<file path="config.mk">
export PLATFORM = sky130hd
export DESIGN_NAME = sensor_command_packet_framer
export DESIGN_NICKNAME = d
export VERILOG_FILES = /design/src/scf_pkg.sv /design/src/scf_queue.sv /design/src/scf_front.sv /design/src/scf_back.sv /design/src/sensor_command_packet_framer.sv
export SDC_FILE = /design/constraint.sdc
export NUM_CORES = 1
export LEC_CHECK = 0
export BUFFER_PORTS_ARGS = -buffer_cell sky130_fd_sc_hd__buf_2
export CAP_MARGIN = 20
export CORE_MARGIN = 2
export CORE_UTILIZATION = 35
export CTS_CLUSTER_SIZE = 16
export DETAILED_ROUTE_END_ITERATION = 10
export HOLD_SLACK_MARGIN = 0.06
export PLACE_DENSITY = 0.57
export SKIP_CTS_REPAIR_TIMING = 1
export SYNTH_ARGS = -nofsm -noshare
export SYNTH_HDL_FRONTEND = slang
export SYNTH_SLANG_ARGS = --single-unit
</file>
<file path="constraint.sdc">
create_clock -name clk_i -period 5.8 [get_ports clk_i]
set_input_delay 1.16 -clock clk_i [delete_from_list [all_inputs] [get_ports clk_i]]
set_output_delay 1.16 -clock clk_i [all_outputs]
set_load 0.01 [all_outputs]
</file>
<file path="src/scf_pkg.sv">
// ----------------------------------------------------------------------------
// scf_pkg
// Shared types and constants for the sensor command packet framer.
// ----------------------------------------------------------------------------
package scf_pkg;

  // Frame constants
  localparam logic [7:0] HDR_BYTE0 = 8'hEF;
  localparam logic [7:0] HDR_BYTE1 = 8'h01;
  localparam logic [7:0] MIN_BUF   = 8'd12;
  localparam logic [7:0] OVERHEAD  = 8'd11;
  localparam logic [8:0] LEN_ADJ   = 9'd2;

  // Configuration register indexes
  localparam int unsigned CFG_IDX_W = 8;
  localparam logic [CFG_IDX_W-1:0] REG_ADDR  = 8'd0;
  localparam logic [CFG_IDX_W-1:0] REG_BSIZE = 8'd1;

  // Result status codes
  localparam logic [1:0] ST_OK        = 2'd0;
  localparam logic [1:0] ST_NOT_INIT  = 2'd1;
  localparam logic [1:0] ST_LEN_ZERO  = 2'd2;
  localparam logic [1:0] ST_LEN_LARGE = 2'd3;

  // Command kinds handed from front to back
  localparam logic [1:0] KIND_START  = 2'd0;
  localparam logic [1:0] KIND_DATA   = 2'd1;
  localparam logic [1:0] KIND_REJECT = 2'd2;

  // Output byte positions within one command
  localparam int unsigned STEP_W = 4;
  localparam logic [STEP_W-1:0] STEP_HDR0   = 4'd0;
  localparam logic [STEP_W-1:0] STEP_HDR1   = 4'd1;
  localparam logic [STEP_W-1:0] STEP_ADDR3  = 4'd2;
  localparam logic [STEP_W-1:0] STEP_ADDR2  = 4'd3;
  localparam logic [STEP_W-1:0] STEP_ADDR1  = 4'd4;
  localparam logic [STEP_W-1:0] STEP_ADDR0  = 4'd5;
  localparam logic [STEP_W-1:0] STEP_ID     = 4'd6;
  localparam logic [STEP_W-1:0] STEP_LEN_HI = 4'd7;
  localparam logic [STEP_W-1:0] STEP_LEN_LO = 4'd8;
  localparam logic [STEP_W-1:0] STEP_DATA   = 4'd9;
  localparam logic [STEP_W-1:0] STEP_SUM_HI = 4'd10;
  localparam logic [STEP_W-1:0] STEP_SUM_LO = 4'd11;

  // Command queue depth
  localparam int unsigned QDEPTH = 4;
  localparam int unsigned QPTR_W = $clog2(QDEPTH);

  typedef struct packed {
    logic [1:0]  kind;
    logic [1:0]  status;
    logic [7:0]  id;
    logic [7:0]  len;
    logic [7:0]  data;
    logic        last;
    logic [15:0] sum;
  } cmd_t;

endpackage

</file>
<file path="src/scf_queue.sv">
// ----------------------------------------------------------------------------
// scf_queue
// Small command queue between the classifying front and the byte emitter.
// ----------------------------------------------------------------------------
module scf_queue (
  input  logic          clk_i,
  input  logic          rst_ni,
  input  logic          push_i,
  input  scf_pkg::cmd_t push_cmd_i,
  output logic          full_o,
  input  logic          pop_i,
  output logic          valid_o,
  output scf_pkg::cmd_t head_o
);

  scf_pkg::cmd_t                mem_q [scf_pkg::QDEPTH];
  logic [scf_pkg::QPTR_W-1:0]   wr_ptr_q, wr_ptr_d;
  logic [scf_pkg::QPTR_W-1:0]   rd_ptr_q, rd_ptr_d;
  logic [scf_pkg::QPTR_W:0]     count_q, count_d;
  logic                         do_push, do_pop;

  assign full_o  = (count_q == (scf_pkg::QPTR_W+1)'(scf_pkg::QDEPTH));
  assign valid_o = (count_q != '0);
  assign head_o  = mem_q[rd_ptr_q];
  assign do_push = push_i && !full_o;
  assign do_pop  = pop_i && valid_o;

  // Advance pointers and occupancy
  always_comb begin
    wr_ptr_d = do_push ? wr_ptr_q + 1'b1 : wr_ptr_q;
    rd_ptr_d = do_pop ? rd_ptr_q + 1'b1 : rd_ptr_q;
    count_d  = count_q;
    if (do_push && !do_pop) begin
      count_d = count_q + 1'b1;
    end else if (do_pop && !do_push) begin
      count_d = count_q - 1'b1;
    end
  end

  always_ff @(posedge clk_i or negedge rst_ni) begin
    if (!rst_ni) begin
      wr_ptr_q <= '0;
      rd_ptr_q <= '0;
      count_q  <= '0;
    end else begin
      wr_ptr_q <= wr_ptr_d;
      rd_ptr_q <= rd_ptr_d;
      count_q  <= count_d;
    end
  end

  // Store entries
  always_ff @(posedge clk_i) begin
    if (do_push) begin
      mem_q[wr_ptr_q] <= push_cmd_i;
    end
  end

endmodule

</file>
<file path="src/scf_front.sv">
// ----------------------------------------------------------------------------
// scf_front
// Accepts input items, checks packet starts, tracks payload count and sum.
// ----------------------------------------------------------------------------
module scf_front (
  input  logic          clk_i,
  input  logic          rst_ni,
  input  logic          valid_i,
  output logic          ready_o,
  input  logic [7:0]    packet_id_i,
  input  logic [7:0]    payload_length_i,
  input  logic [7:0]    data_byte_i,
  input  logic [7:0]    buffer_size_i,
  output logic          push_o,
  output scf_pkg::cmd_t cmd_o,
  input  logic          full_i
);

  logic        in_packet_q, in_packet_d;
  logic [7:0]  left_q, left_d;
  logic [15:0] sum_q, sum_d;

  logic        accept;
  logic [8:0]  frame_len;
  logic [15:0] start_sum, base_sum, new_sum;
  logic [7:0]  left_base, left_next;
  logic        last;
  logic [1:0]  status;

  assign ready_o = !full_i;
  assign accept  = valid_i && ready_o;

  // Classify a start item
  always_comb begin
    status = scf_pkg::ST_OK;
    if (buffer_size_i < scf_pkg::MIN_BUF) begin
      status = scf_pkg::ST_NOT_INIT;
    end else if (payload_length_i == 8'd0) begin
      status = scf_pkg::ST_LEN_ZERO;
    end else if (payload_length_i > (buffer_size_i - scf_pkg::OVERHEAD)) begin
      status = scf_pkg::ST_LEN_LARGE;
    end
  end

  // Running sum and remaining count after this byte
  assign frame_len = {1'b0, payload_length_i} + scf_pkg::LEN_ADJ;
  assign start_sum = 16'(packet_id_i) + 16'(frame_len[8]) + 16'(frame_len[7:0]);
  assign base_sum  = in_packet_q ? sum_q : start_sum;
  assign new_sum   = base_sum + 16'(data_byte_i);
  assign left_base = in_packet_q ? left_q : payload_length_i;
  assign left_next = left_base - 8'd1;
  assign last      = (left_next == 8'd0);

  // Build the command for the back end
  always_comb begin
    cmd_o.kind   = scf_pkg::KIND_DATA;
    cmd_o.status = scf_pkg::ST_OK;
    if (!in_packet_q) begin
      cmd_o.kind   = (status == scf_pkg::ST_OK) ? scf_pkg::KIND_START
                                                : scf_pkg::KIND_REJECT;
      cmd_o.status = status;
    end
    cmd_o.id   = packet_id_i;
    cmd_o.len  = payload_length_i;
    cmd_o.data = data_byte_i;
    cmd_o.last = last;
    cmd_o.sum  = new_sum;
  end

  assign push_o = accept;

  // Update packet state on each accepted item
  always_comb begin
    in_packet_d = in_packet_q;
    left_d      = left_q;
    sum_d       = sum_q;
    if (accept && (in_packet_q || status == scf_pkg::ST_OK)) begin
      if (last) begin
        in_packet_d = 1'b0;
        left_d      = 8'd0;
        sum_d       = 16'd0;
      end else begin
        in_packet_d = 1'b1;
        left_d      = left_next;
        sum_d       = new_sum;
      end
    end
  end

  always_ff @(posedge clk_i or negedge rst_ni) begin
    if (!rst_ni) begin
      in_packet_q <= 1'b0;
      left_q      <= 8'd0;
      sum_q       <= 16'd0;
    end else begin
      in_packet_q <= in_packet_d;
      left_q      <= left_d;
      sum_q       <= sum_d;
    end
  end

endmodule

</file>
<file path="src/scf_back.sv">
// ----------------------------------------------------------------------------
// scf_back
// Expands queued commands into frame bytes behind an output register.
// ----------------------------------------------------------------------------
module scf_back (
  input  logic          clk_i,
  input  logic          rst_ni,
  input  logic          q_valid_i,
  input  scf_pkg::cmd_t q_head_i,
  output logic          q_pop_o,
  input  logic [31:0]   device_address_i,
  output logic          m_valid_o,
  input  logic          m_ready_i,
  output logic [7:0]    m_byte_o,
  output logic          m_end_o,
  output logic [1:0]    m_status_o
);

  scf_pkg::cmd_t               cur_q;
  logic                        cur_valid_q, cur_valid_d;
  logic [scf_pkg::STEP_W-1:0]  step_q, step_d;
  logic                        m_valid_q, m_valid_d;
  logic [7:0]                  byte_q, byte_d;
  logic                        end_q, end_d;
  logic [1:0]                  status_q, status_d;

  logic       out_free, emit, done, load;
  logic [8:0] frame_len;

  assign out_free = !m_valid_q || m_ready_i;
  assign emit     = cur_valid_q && out_free;
  assign done     = (cur_q.kind == scf_pkg::KIND_REJECT)
                 || (step_q == scf_pkg::STEP_DATA && !cur_q.last)
                 || (step_q == scf_pkg::STEP_SUM_LO);
  assign load     = q_valid_i && (!cur_valid_q || (emit && done));
  assign q_pop_o  = load;
  assign frame_len = {1'b0, cur_q.len} + scf_pkg::LEN_ADJ;

  // Select the byte for the current step
  always_comb begin
    byte_d   = 8'd0;
    end_d    = 1'b0;
    status_d = scf_pkg::ST_OK;
    if (cur_q.kind == scf_pkg::KIND_REJECT) begin
      end_d    = 1'b1;
      status_d = cur_q.status;
    end else begin
      case (step_q)
        scf_pkg::STEP_HDR0:   byte_d = scf_pkg::HDR_BYTE0;
        scf_pkg::STEP_HDR1:   byte_d = scf_pkg::HDR_BYTE1;
        scf_pkg::STEP_ADDR3:  byte_d = device_address_i[31:24];
        scf_pkg::STEP_ADDR2:  byte_d = device_address_i[23:16];
        scf_pkg::STEP_ADDR1:  byte_d = device_address_i[15:8];
        scf_pkg::STEP_ADDR0:  byte_d = device_address_i[7:0];
        scf_pkg::STEP_ID:     byte_d = cur_q.id;
        scf_pkg::STEP_LEN_HI: byte_d = {7'd0, frame_len[8]};
        scf_pkg::STEP_LEN_LO: byte_d = frame_len[7:0];
        scf_pkg::STEP_DATA:   byte_d = cur_q.data;
        scf_pkg::STEP_SUM_HI: byte_d = cur_q.sum[15:8];
        scf_pkg::STEP_SUM_LO: begin
          byte_d = cur_q.sum[7:0];
          end_d  = 1'b1;
        end
        default:              byte_d = 8'd0;
      endcase
    end
  end

  // Advance the step or take the next command
  always_comb begin
    cur_valid_d = cur_valid_q;
    step_d      = step_q;
    if (load) begin
      cur_valid_d = 1'b1;
      step_d      = (q_head_i.kind == scf_pkg::KIND_DATA) ? scf_pkg::STEP_DATA
                                                          : scf_pkg::STEP_HDR0;
    end else if (emit && done) begin
      cur_valid_d = 1'b0;
    end else if (emit) begin
      step_d = step_q + 1'b1;
    end
    m_valid_d = emit ? 1'b1 : (m_ready_i ? 1'b0 : m_valid_q);
  end

  always_ff @(posedge clk_i or negedge rst_ni) begin
    if (!rst_ni) begin
      cur_valid_q <= 1'b0;
      step_q      <= scf_pkg::STEP_HDR0;
      m_valid_q   <= 1'b0;
    end else begin
      cur_valid_q <= cur_valid_d;
      step_q      <= step_d;
      m_valid_q   <= m_valid_d;
    end
  end

  // Hold payload registers
  always_ff @(posedge clk_i) begin
    if (load) begin
      cur_q <= q_head_i;
    end
    if (emit) begin
      byte_q   <= byte_d;
      end_q    <= end_d;
      status_q <= status_d;
    end
  end

  assign m_valid_o  = m_valid_q;
  assign m_byte_o   = byte_q;
  assign m_end_o    = end_q;
  assign m_status_o = status_q;

endmodule

</file>
<file path="src/sensor_command_packet_framer.sv">
// ----------------------------------------------------------------------------
// sensor_command_packet_framer
// Frames payload bytes into sensor packets with header and 16-bit checksum.
// ----------------------------------------------------------------------------
//  Channel   | Direction | Handshake           | Payload
//  s_*       | in        | s_tvalid / s_tready | id, length, data byte
//  m_*       | out       | m_tvalid / m_tready | frame byte, tlast, status
//  cfg_*     | in        | cfg_valid/cfg_ready | register index, data
//
//  The front takes one item per cycle until the 4-entry command queue fills.
//  The back emits one byte per cycle while m_tready is high. A packet start
//  sends header, address, id, length and first payload byte, each later
//  payload byte itself; the last adds the checksum; a reject one byte.
//  The output byte rate sets the sustained input rate. Reset clears packet
//  state, queue and output valid; the address resets to all ones and the
//  buffer size to zero. Output stalls back up through the queue to s_tready.
// ----------------------------------------------------------------------------
module sensor_command_packet_framer (
  input  logic        clk_i,
  input  logic        rst_ni,
  input  logic        s_tvalid_i,
  output logic        s_tready_o,
  input  logic [23:0] s_tdata_i,   // packet_id[7:0], payload_length[15:8], data_byte[23:16]
  output logic        m_tvalid_o,
  input  logic        m_tready_i,
  output logic [7:0]  m_tdata_o,   // out_byte[7:0]
  output logic        m_tlast_o,   // frame_end
  output logic [1:0]  m_tuser_o,   // status[1:0]
  input  logic        cfg_valid_i,
  output logic        cfg_ready_o,
  input  logic [7:0]  cfg_index_i,
  input  logic [31:0] cfg_data_i
);

  logic [31:0]   addr_q;
  logic [7:0]    bsize_q;
  logic          push, full, pop, q_valid;
  scf_pkg::cmd_t push_cmd, head_cmd;

  // Configuration registers
  assign cfg_ready_o = 1'b1;

  always_ff @(posedge clk_i or negedge rst_ni) begin
    if (!rst_ni) begin
      addr_q  <= 32'hFFFF_FFFF;
      bsize_q <= 8'd0;
    end else if (cfg_valid_i) begin
      if (cfg_index_i == scf_pkg::REG_ADDR) begin
        addr_q <= cfg_data_i;
      end else if (cfg_index_i == scf_pkg::REG_BSIZE) begin
        bsize_q <= cfg_data_i[7:0];
      end
    end
  end

  scf_front u_front (
    .clk_i            (clk_i),
    .rst_ni           (rst_ni),
    .valid_i          (s_tvalid_i),
    .ready_o          (s_tready_o),
    .packet_id_i      (s_tdata_i[7:0]),
    .payload_length_i (s_tdata_i[15:8]),
    .data_byte_i      (s_tdata_i[23:16]),
    .buffer_size_i    (bsize_q),
    .push_o           (push),
    .cmd_o            (push_cmd),
    .full_i           (full)
  );

  scf_queue u_queue (
    .clk_i      (clk_i),
    .rst_ni     (rst_ni),
    .push_i     (push),
    .push_cmd_i (push_cmd),
    .full_o     (full),
    .pop_i      (pop),
    .valid_o    (q_valid),
    .head_o     (head_cmd)
  );

  scf_back u_back (
    .clk_i            (clk_i),
    .rst_ni           (rst_ni),
    .q_valid_i        (q_valid),
    .q_head_i         (head_cmd),
    .q_pop_o          (pop),
    .device_address_i (addr_q),
    .m_valid_o        (m_tvalid_o),
    .m_ready_i        (m_tready_i),
    .m_byte_o         (m_tdata_o),
    .m_end_o          (m_tlast_o),
    .m_status_o       (m_tuser_o)
  );

endmodule

</file>
==> flow_summary.json, run 1 <==
{
  "outcome": "finished clean",
  "yosysWarningCount": 0,
  "finalHoldViolations": 0,
  "timing.fmax_mhz": 201,
  "synth_cell_types": 74,
  "root_buffer": "clkbuf_16",
  "drive_gt1_frac": 0.289,
  "cap_violations": 0,
  "design_area_um2": 16400,
  "whs_ns": 0.488,
  "synth-xor-area-share": 0.0363,
  "syn_area_um2": 14200,
  "cp_common_cell": "ha_1",
  "cp-end-kind": "flip-flop",
  "syn_inst": 939,
  "grt_pass1_vias": 8615,
  "synth-adder-area-share": 0.0404,
  "worstSetupPathType": "in2reg",
  "hpwl_um": 22000,
  "initial_utilization": 0.355,
  "viasPerCell": 5.19,
  "antenna_found_initial": 1,
  "clk_latency_ns": 0.52,
  "grt_pass1_wl_um": 51700,
  "post-place-ws_ns": 0.330,
  "cp_slowest_cell": "or4b_1",
  "rows": 73,
  "synth_flop_cell": "edfxtp_1",
  "avgSynthCellArea_um2": 15.1,
  "syn2layout_area_growth_pct": 15.9,
  "h-tree-depth": 2,
  "fin_worst_skew_ns": 0.0140,
  "drc": 0,
  "timing.final.max_slew_violations": 0,
  "cts_buffer_depth": 3,
  "seq_area_frac_synth": 0.640,
  "grt_start_max_net_pins": 55,
  "cp_cell_sequence": "buf_2, and3_1, nand3_1, nor2_1, ha_1, ha_1, ha_1, a211oi_1, o21ai_1, a21oi_1, nor2b_1, nor2_1, xor2_1, o21ai_0, ha_1, o21ai_0, nand2b_1, o41ai_1, or4b_1, xor2_1, nor2_1",
  "dpl_cell_area_um2": 15300,
  "worstPathArrival_ns": 5.28,
  "io_pins": 83,
  "synth_seq_cells": 314,
  "die_w_um": 205,
  "synth_compound_area_frac": 0.0773,
  "gp_congestion": 0.836,
  "drtPass1Iterations": 5,
  "synth_top_family_by_area": "multiplexers",
  "synthSimpleGateAreaFrac": 0.0729,
  "fin_crit_ns": 4.96,
  "muxShareOfSynthArea": 0.113,
  "vdd_drop_max_uv": 201,
  "synth_edf_count": 236,
  "relSlewSlack": 0.388,
  "tightest_slew_ns": 0.914,
  "total_leakage_power_nw": 6.06,
  "p_per_area_nw_per_um2": 504,
  "antenna_cells": 0,
  "crit_required_ns": 6.12,
  "wirelength_um": 33500,
  "ant_nets": 0,
  "crit_fanout": 4,
  "fin_nets": 1150,
  "grt_overflow_total": 0,
  "wl_per_cell_um": 21.1,
  "setup_viol": 0,
  "syn_nets": 1052,
  "portBuffers": 81,
  "die-area_um2": 42200,
  "drt_iter0_markers": 792,
  "async_reset_ff_frac": 0.248,
  "tns_ns": 0,
  "period_share": 0.856,
  "cts_tree": "yes",
  "clkSlewWorstSetupHoldPaths_ns": 0.06,
  "core_um2": 39900,
  "hold_path.class": "reg2reg",
  "post-route-util": 0.412,
  "cts_buffers": 35,
  "die_h_um": 205,
  "setup_slack_ns": 0.836,
  "start_kind": "input pin",
  "cts.sink_count": 314,
  "rsz0062_at_grt": "no",
  "slowest_delay_ns": 0.60,
  "grtUsageTotal": 0.163,
  "via_count": 8254
}
-- sequential cells by signal, indices dropped and copies added (netlist names) --
| signal | count |
|---|---|
| addr_q | 32 |
| bsize_q | 8 |
| u_back.cur_q | 45 |
| u_back.cur_valid_q | 1 |
| u_back.m_byte_o | 8 |
| u_back.m_end_o | 1 |
| u_back.m_status_o | 2 |
| u_back.m_valid_o | 1 |
| u_back.step_q | 4 |
| u_front.in_packet_q | 1 |
| u_front.left_q | 8 |
| u_front.sum_q | 16 |
| u_queue.count_q | 3 |
| u_queue.mem_q | 180 |
| u_queue.rd_ptr_q | 2 |
| u_queue.wr_ptr_q | 2 |
-- cells by family after synthesis --
group	after synthesis
compound gates	160
fa+ha+maj	44
buf+inv	69
other cells	1
simple gates	195
xor+xnor	58
flops	314
mux	98
-- final timing paths --
kind,slack (ns),endpoint,from,cells after the start
setup / recovery,0.84,u_queue.mem_q[3][14],s_tdata_i[9],21
hold / removal,0.49,u_front.sum_q[7],u_front.sum_q[7],2
setup reg to reg,1.67,u_front.sum_q[4],bsize_q[1],12
hold reg to reg,0.49,u_front.sum_q[7],u_front.sum_q[7],2
max in group asynchronous,4.18,addr_q[30],rst_ni,2
min in group asynchronous,0.73,bsize_q[5],rst_ni,1
-- worst max-delay path, delay by kind of cell --
family | cells | cell delay (ns)
and+or+nand+nor | 8 | 1.51
adders and majority gates | 4 | 1.13
xor gates and xnor gates | 2 | 0.33
buffers and inverters | 1 | 0.10
AOI/OAI and AO/OA | 6 | 1.05
-- cell usage in the layout (no fill, tap or decap), drive strengths merged, types with 26 or more instances in the layout --
cell type	netlist	routed
xor2	26	26
clkbuf	24	47
xnor2	32	32
dfrtp	46	46
nand2	54	54
buf	20	105
mux4	45	45
dfstp	32	32
ha	41	41
mux2	44	44
o21ai	32	32
a21oi	34	34
edfxtp	236	236
nor2	42	42
-- stage by stage --
stage / power (mW) / cells
floorplan: 5.24 / 939
global placement: 6.06 / 1525
detailed placement: 6.12 / 1525
CTS: 8.40 / 1589
global route: 8.76 / 1589
finish: 8.29 / 1589
-- cells in the mapped netlist (7+ instances only) --
library cell / instances / share of area
edfxtp_1: 236 / 0.50
nand2_1: 53 / 0.014
dfrtp_1: 46 / 0.081
mux4_2: 45 / 0.071
mux2_2: 44 / 0.035
nor2_1: 42 / 0.011
ha_1: 41 / 0.036
a21oi_1: 34 / 0.012
dfstp_2: 32 / 0.059
xnor2_1: 31 / 0.019
o21ai_0: 28 / 0.0099
xor2_1: 26 / 0.016
clkbuf_1: 24 / 0.0064
inv_1: 22 / 0.0058
nand3_1: 17 / 0.0060
a22oi_1: 14 / 0.0074
a22o_1: 13 / 0.0080
nor3_1: 12 / 0.0042
nand4_1: 11 / 0.0049
a31oi_1: 10 / 0.0044
nor2b_1: 10 / 0.0044
a211oi_1: 9 / 0.0048
buf_1: 9 / 0.0024
mux2i_1: 9 / 0.0064
a21o_1: 8 / 0.0042
buf_2: 8 / 0.0028
and3_1: 7 / 0.0031
nand2b_1: 7 / 0.0031
-- cell type report --
class | count | area, um2
timing repair buffer | 105 | 588
clock inverter | 17 | 203
clock buffer | 47 | 982
inverter | 25 | 96.3
multi-input combinational | 556 | 4840
fill | 3610 | 23500
sequential | 314 | 9080
tap | 525 | 657
-- power breakdown --
group	switching [mW]	total (mW)	leakage, nW	internal (mW)
logic	1.49	2.50	2.40	1.01
clock network	0.879	2.25	0.581	1.37
registers	0.310	3.54	3.09	3.23
total	2.68	8.29	6.06	5.62
-- layer usage --
metal  global-route usage  routed length (um)
met4               0.0450                 749
met1                0.230               15400
met3               0.0228                1500
met2                0.264               15800
met5                    0                   0
Power figures use the tool's default switching activity.
==> run 2: changes to the inputs <==
--- a/config.mk
+++ b/config.mk
@@ -9,7 +9,6 @@
 export CAP_MARGIN = 20
 export CORE_MARGIN = 2
 export CORE_UTILIZATION = 35
-export CTS_CLUSTER_SIZE = 16
 export DETAILED_ROUTE_END_ITERATION = 10
 export HOLD_SLACK_MARGIN = 0.06
 export PLACE_DENSITY = 0.57
==> constraint.sdc (replaced) <==
create_clock -name clk_i -period 5.98 [get_ports clk_i]
set_input_delay 1.196 -clock clk_i [delete_from_list [all_inputs] [get_ports clk_i]]
set_output_delay 1.196 -clock clk_i [all_outputs]
set_load 0.01 [all_outputs]
==> run 2 against run 1 <==
  * First-iteration DRC count fell by 7.3%
  * Final cell count barely moved
  * Power fell by 1.8%
  * Non-clock buffer count fell by 3
  * Sequential power fell by 4%
  * Design area rose by 0.29%
  * Combinational power fell by 2%
==> flow_summary.json, run 2 (same netlist as run 1, synthesis figures left out) <==
{
  "gp_congestion": 0.841,
  "drtPass1Iterations": 5,
  "worstSetupPathType": "in2reg",
  "grt_pass1_wl_um": 51000,
  "drive_gt1_frac": 0.284,
  "cp-end-kind": "flip-flop",
  "die-area_um2": 42200,
  "grt_overflow_total": 0,
  "largest_register": "u_queue.mem_q",
  "antenna_cells": 0,
  "timing.fmax_mhz": 199,
  "relSlewSlack": 0.341,
  "outcome": "finished clean",
  "rsz0062_at_grt": "no",
  "setup_slack_ns": 0.960,
  "crit_fanout": 13,
  "h-tree-depth": 2,
  "initial_utilization": 0.355,
  "grtUsageTotal": 0.161,
  "start_kind": "input pin",
  "setup_viol": 0,
  "worstPathArrival_ns": 5.45,
  "viasPerCell": 5.22,
  "total_leakage_power_nw": 6.08,
  "cap_violations": 0,
  "fin_nets": 1148,
  "hold_path.class": "reg2reg",
  "cts_buffers": 36,
  "hold_depth": 1,
  "power_mw": 8.15,
  "ant_nets": 0,
  "hpwl_um": 21600,
  "syn2layout_area_growth_pct": 16.2,
  "cts_tree": "yes",
  "mostFrequentLayoutCell": "edfxtp_1",
  "crit_required_ns": 6.41,
  "reg_top3": "u_queue.mem_q (180), u_back.cur_q (45), addr_q (32)",
  "tns_ns": 0,
  "register_area_um2": 9080,
  "die_h_um": 205,
  "io_pins": 83,
  "grt_start_max_net_pins": 53,
  "vdd_drop_max_uv": 220,
  "post-place-ws_ns": 0.516,
  "antenna_found_initial": 0,
  "drc": 0,
  "wl_per_cell_um": 21.0,
  "fin_worst_skew_ns": 0.0181,
  "via_count": 8284,
  "largest_reg_flops": 180,
  "nFillCells": 3596,
  "p_per_area_nw_per_um2": 494,
  "wirelength_um": 33300,
  "drt_iter0_markers": 734,
  "grt_pass1_vias": 8397,
  "rows": 73,
  "tightest_slew_ns": 0.985,
  "cts.sink_count": 314,
  "timing.final.max_slew_violations": 0,
  "reg2reg_depth": 12,
  "clkSlewWorstSetupHoldPaths_ns": 0.06,
  "root_buffer": "clkbuf_16",
  "core_um2": 39900,
  "period_share": 0.839,
  "final_cell_mix": "edfxtp_1, buf_2, nand2_1",
  "cts_buffer_depth": 3,
  "die_w_um": 205,
  "portBuffers": 81,
  "finalHoldViolations": 0,
  "fin_crit_ns": 5.02,
  "multi_input_area_um2": 4840,
  "clk_latency_ns": 0.52
}
run 2: stage by stage:
stage               instances  hold slack, ns  instance area [um2]   util
global route             1588           0.505                16500  0.413
detailed placement       1522           0.461                15200  0.382
CTS                      1588           0.477                16500  0.413
finish                   1588           0.471                16500  0.413
global placement         1522           0.456                15200  0.382
floorplan                 939           0.445                14200      -
run 2: layer usage:
metal  part of all wire  GRT usage  vias to the layer above
li1                   -          -                     3825
met1               0.46      0.224                     4193
met4              0.020     0.0393                        0
met5                  0          0                        -
met2               0.47      0.265                      211
met3              0.045     0.0249                       55
run 2: report_power, final:
group | total (mW) | leakage (nW) | switching [mW] | internal [mW]
Combinational | 2.45 | 2.38 | 1.47 | 0.974
Clock | 2.30 | 0.607 | 0.867 | 1.43
Sequential | 3.40 | 3.09 | 0.267 | 3.14
run 2: cell type report:
type	instances	area share
clock buffers	48	0.0598
clock inverters	18	0.0163
inverters	25	0.00584
multi-input cells	556	0.293
flip-flops and latches	314	0.551
well taps	525	0.0398
repair buffers	102	0.0343
run 2: final timing paths:
kind	to	startpoint	slack, ns
worst max register to register	u_front.sum_q[2]	bsize_q[1]	1.74
min in group asynchronous	bsize_q[6]	rst_ni	0.64
max in group asynchronous	u_queue.rd_ptr_q[0]	rst_ni	4.24
worst min register to register	u_back.m_valid_o	u_back.cur_valid_q	0.47
worst max-delay path	u_front.sum_q[13]	s_tdata_i[11]	0.96
worst min-delay path	u_back.m_valid_o	u_back.cur_valid_q	0.47
run 2: critical path, stage by stage:
cell      delay, ns
buf_2          0.24
nand3_1        0.16
nor2_1         0.23
ha_1           0.24
ha_1           0.26
ha_1           0.30
a211oi_1       0.38
o21ai_1        0.13
a21oi_1        0.21
nor2b_1        0.07
nor2_1         0.11
xor2_1         0.15
o21ai_0        0.10
ha_1           0.36
nand3_1        0.09
o21ai_0        0.37
nand4_1        0.23
or4_1          0.55
o21ai_1        0.09
==> run 3: changes to the inputs <==
==> constraint.sdc (replaced) <==
create_clock -name clk_i -period 4.7 [get_ports clk_i]
set_input_delay 0.94 -clock clk_i [delete_from_list [all_inputs] [get_ports clk_i]]
set_output_delay 0.94 -clock clk_i [all_outputs]
set_load 0.01 [all_outputs]
==> run 3 against run 2 <==
  * Critical endpoint is now u_queue.mem_q[3][14]
  * Flip-flop and latch count unchanged
  * Core utilization increased by 0.95 points
  * Power increased by 30%
  * First-iteration DRC count shrank 13%
  * Final cell count is 2.8% higher
  * Critical path type unchanged
  * Setup slack worse by 0.68 ns
  * Register-to-register slack got worse by 0.69 ns
  * Count of clock-buffer cells in the layout is 4 lower
  * Largest cell class unchanged
  * Clock power increased by 26%
  * Sequential share of layout area decreased by 1.2 points
==> flow_summary.json, run 3 (same netlist as run 1, synthesis figures left out) <==
{
  "root_buffer": "clkbuf_16",
  "start_kind": "input pin",
  "crit_required_ns": 4.93,
  "period_share": 0.941,
  "drc": 0,
  "hold_path.class": "reg2reg",
  "r2r-end": "u_front.sum_q[10]",
  "crit_fanout": 4,
  "drt_iter0_markers": 641,
  "syn2layout_area_growth_pct": 18.9,
  "vdd_drop_max_uv": 334,
  "rows": 73,
  "die_w_um": 205,
  "tns_ns": 0,
  "viasPerCell": 5.15,
  "h-tree-depth": 2,
  "relSlewSlack": 0.395,
  "slowest_delay_ns": 0.56,
  "crit_start": "s_tdata_i[13]",
  "initial_utilization": 0.355,
  "setup_slack_ns": 0.279,
  "cap_violations": 0,
  "post-route-util": 0.423,
  "p_per_area_nw_per_um2": 626,
  "final_cell_mix": "edfxtp_1, buf_2, buf_4",
  "crit_end": "u_queue.mem_q[3][14]",
  "cts.sink_count": 314,
  "whs_ns": 0.479,
  "reg2reg_depth": 13,
  "largest_register": "u_queue.mem_q",
  "die_h_um": 205,
  "fin_worst_skew_ns": 0.0197,
  "cp-end-kind": "flip-flop",
  "core_um2": 39900,
  "ant_nets": 0,
  "drtPass1Iterations": 5,
  "largest_reg_flops": 180,
  "tightest_slew_ns": 0.907,
  "reg_top3": "u_queue.mem_q (180), u_back.cur_q (45), addr_q (32)",
  "die-area_um2": 42200,
  "cp_slowest_cell": "or4b_4",
  "worstPathArrival_ns": 4.65,
  "outcome": "finished clean",
  "cp_cell_sequence": "buf_2, and3_1, nand3_1, nor2_2, ha_2, ha_4, ha_1, a211oi_2, o21ai_1, a21oi_2, nor2b_1, nor2_1, xor2_1, o21ai_0, ha_1, o21ai_0, nand2b_1, o41ai_2, or4b_4, xor2_2, nor2_2",
  "mostFrequentLayoutCell": "edfxtp_1",
  "fin_nets": 1193,
  "worstSetupPathType": "in2reg",
  "cts_buffers": 35,
  "hpwl_um": 23000,
  "r2r_slack_ns": 1.05,
  "grt_pass1_wl_um": 51600,
  "power_mw": 10.6,
  "rsz0062_at_grt": "no",
  "portBuffers": 81,
  "grt_pass1_vias": 8719,
  "timing.final.max_slew_violations": 0,
  "gp_congestion": 0.845,
  "wirelength_um": 33400,
  "grtUsageTotal": 0.161,
  "antenna_found_initial": 1,
  "post-place-ws_ns": -0.322,
  "timing.rr.start": "bsize_q[0]",
  "via_count": 8412,
  "drive_gt1_frac": 0.327,
  "clk_latency_ns": 0.52,
  "timing.fmax_mhz": 226,
  "finalHoldViolations": 0,
  "wl_per_cell_um": 20.5,
  "antenna_cells": 0,
  "fin_crit_ns": 4.42,
  "clkSlewWorstSetupHoldPaths_ns": 0.06,
  "io_pins": 83,
  "grt_start_max_net_pins": 66,
  "cts_tree": "yes",
  "cts_buffer_depth": 3,
  "total_leakage_power_nw": 6.29,
  "grt_overflow_total": 0,
  "setup_viol": 0
}
==> run 3: changes by cell type in the layout (fill, tap and decap cells not counted), sizes merged <==
cell / delta
clkbuf: -4
bufinv: +1
clkinvlp: +2
buf: +46
clkinv: -2
inv: +1
==> run 3: how the worst min path moves through the flow <==
stage                       startpoint               end  slack, ns  depth (start not counted)
floorplan           u_back.cur_valid_q  u_back.m_valid_o       0.45                          1
global placement      u_front.sum_q[7]  u_front.sum_q[7]       0.47                          2
detailed placement  u_back.cur_valid_q  u_back.m_valid_o       0.47                          1
CTS                 u_back.cur_valid_q  u_back.m_valid_o       0.48                          1
global route        u_back.cur_valid_q  u_back.m_valid_o       0.51                          1
finish              u_back.cur_valid_q  u_back.m_valid_o       0.48                          1
==> run 3: cell type report <==
cell class	instances	area [um2]
multi-input cells	556	4900
fillers	3605	23000
clock inverters	20	287
well taps	525	657
repair buffers	148	911
inverters	25	96.3
flip-flops and latches	314	9080
clock buffers	44	940
==> run 3: worst max-delay path, delay by kind of cell <==
family,cells,cell delay (ns)
compound gates,6,0.89
xor+xnor,2,0.36
fa+ha+maj,4,1.06
buf+inv,1,0.10
simple gates,8,1.30
==> run 3: power breakdown <==
group	internal, mW	switching [mW]	leakage (nW)
clock network	1.81	1.09	0.595
logic	1.41	1.92	2.61
registers	3.99	0.353	3.09
==> run 3: routing by layer <==
| layer | global-route usage | vias up | share of wire |
|---|---|---|---|
| met1 | 0.218 | 4230 | 0.45 |
| li1 | - | 3905 | - |
| met4 | 0.0450 | 0 | 0.022 |
| met5 | 0 | - | 0 |
| met2 | 0.272 | 227 | 0.48 |
| met3 | 0.0226 | 50 | 0.047 |
==> run 3: per-stage QoR <==
stage / cells / cell area [um2]
after floorplan: 939 / 14200
after global placement: 1568 / 15600
after detailed placement: 1568 / 15600
after CTS: 1632 / 16800
after global routing: 1632 / 16900
final: 1632 / 16900
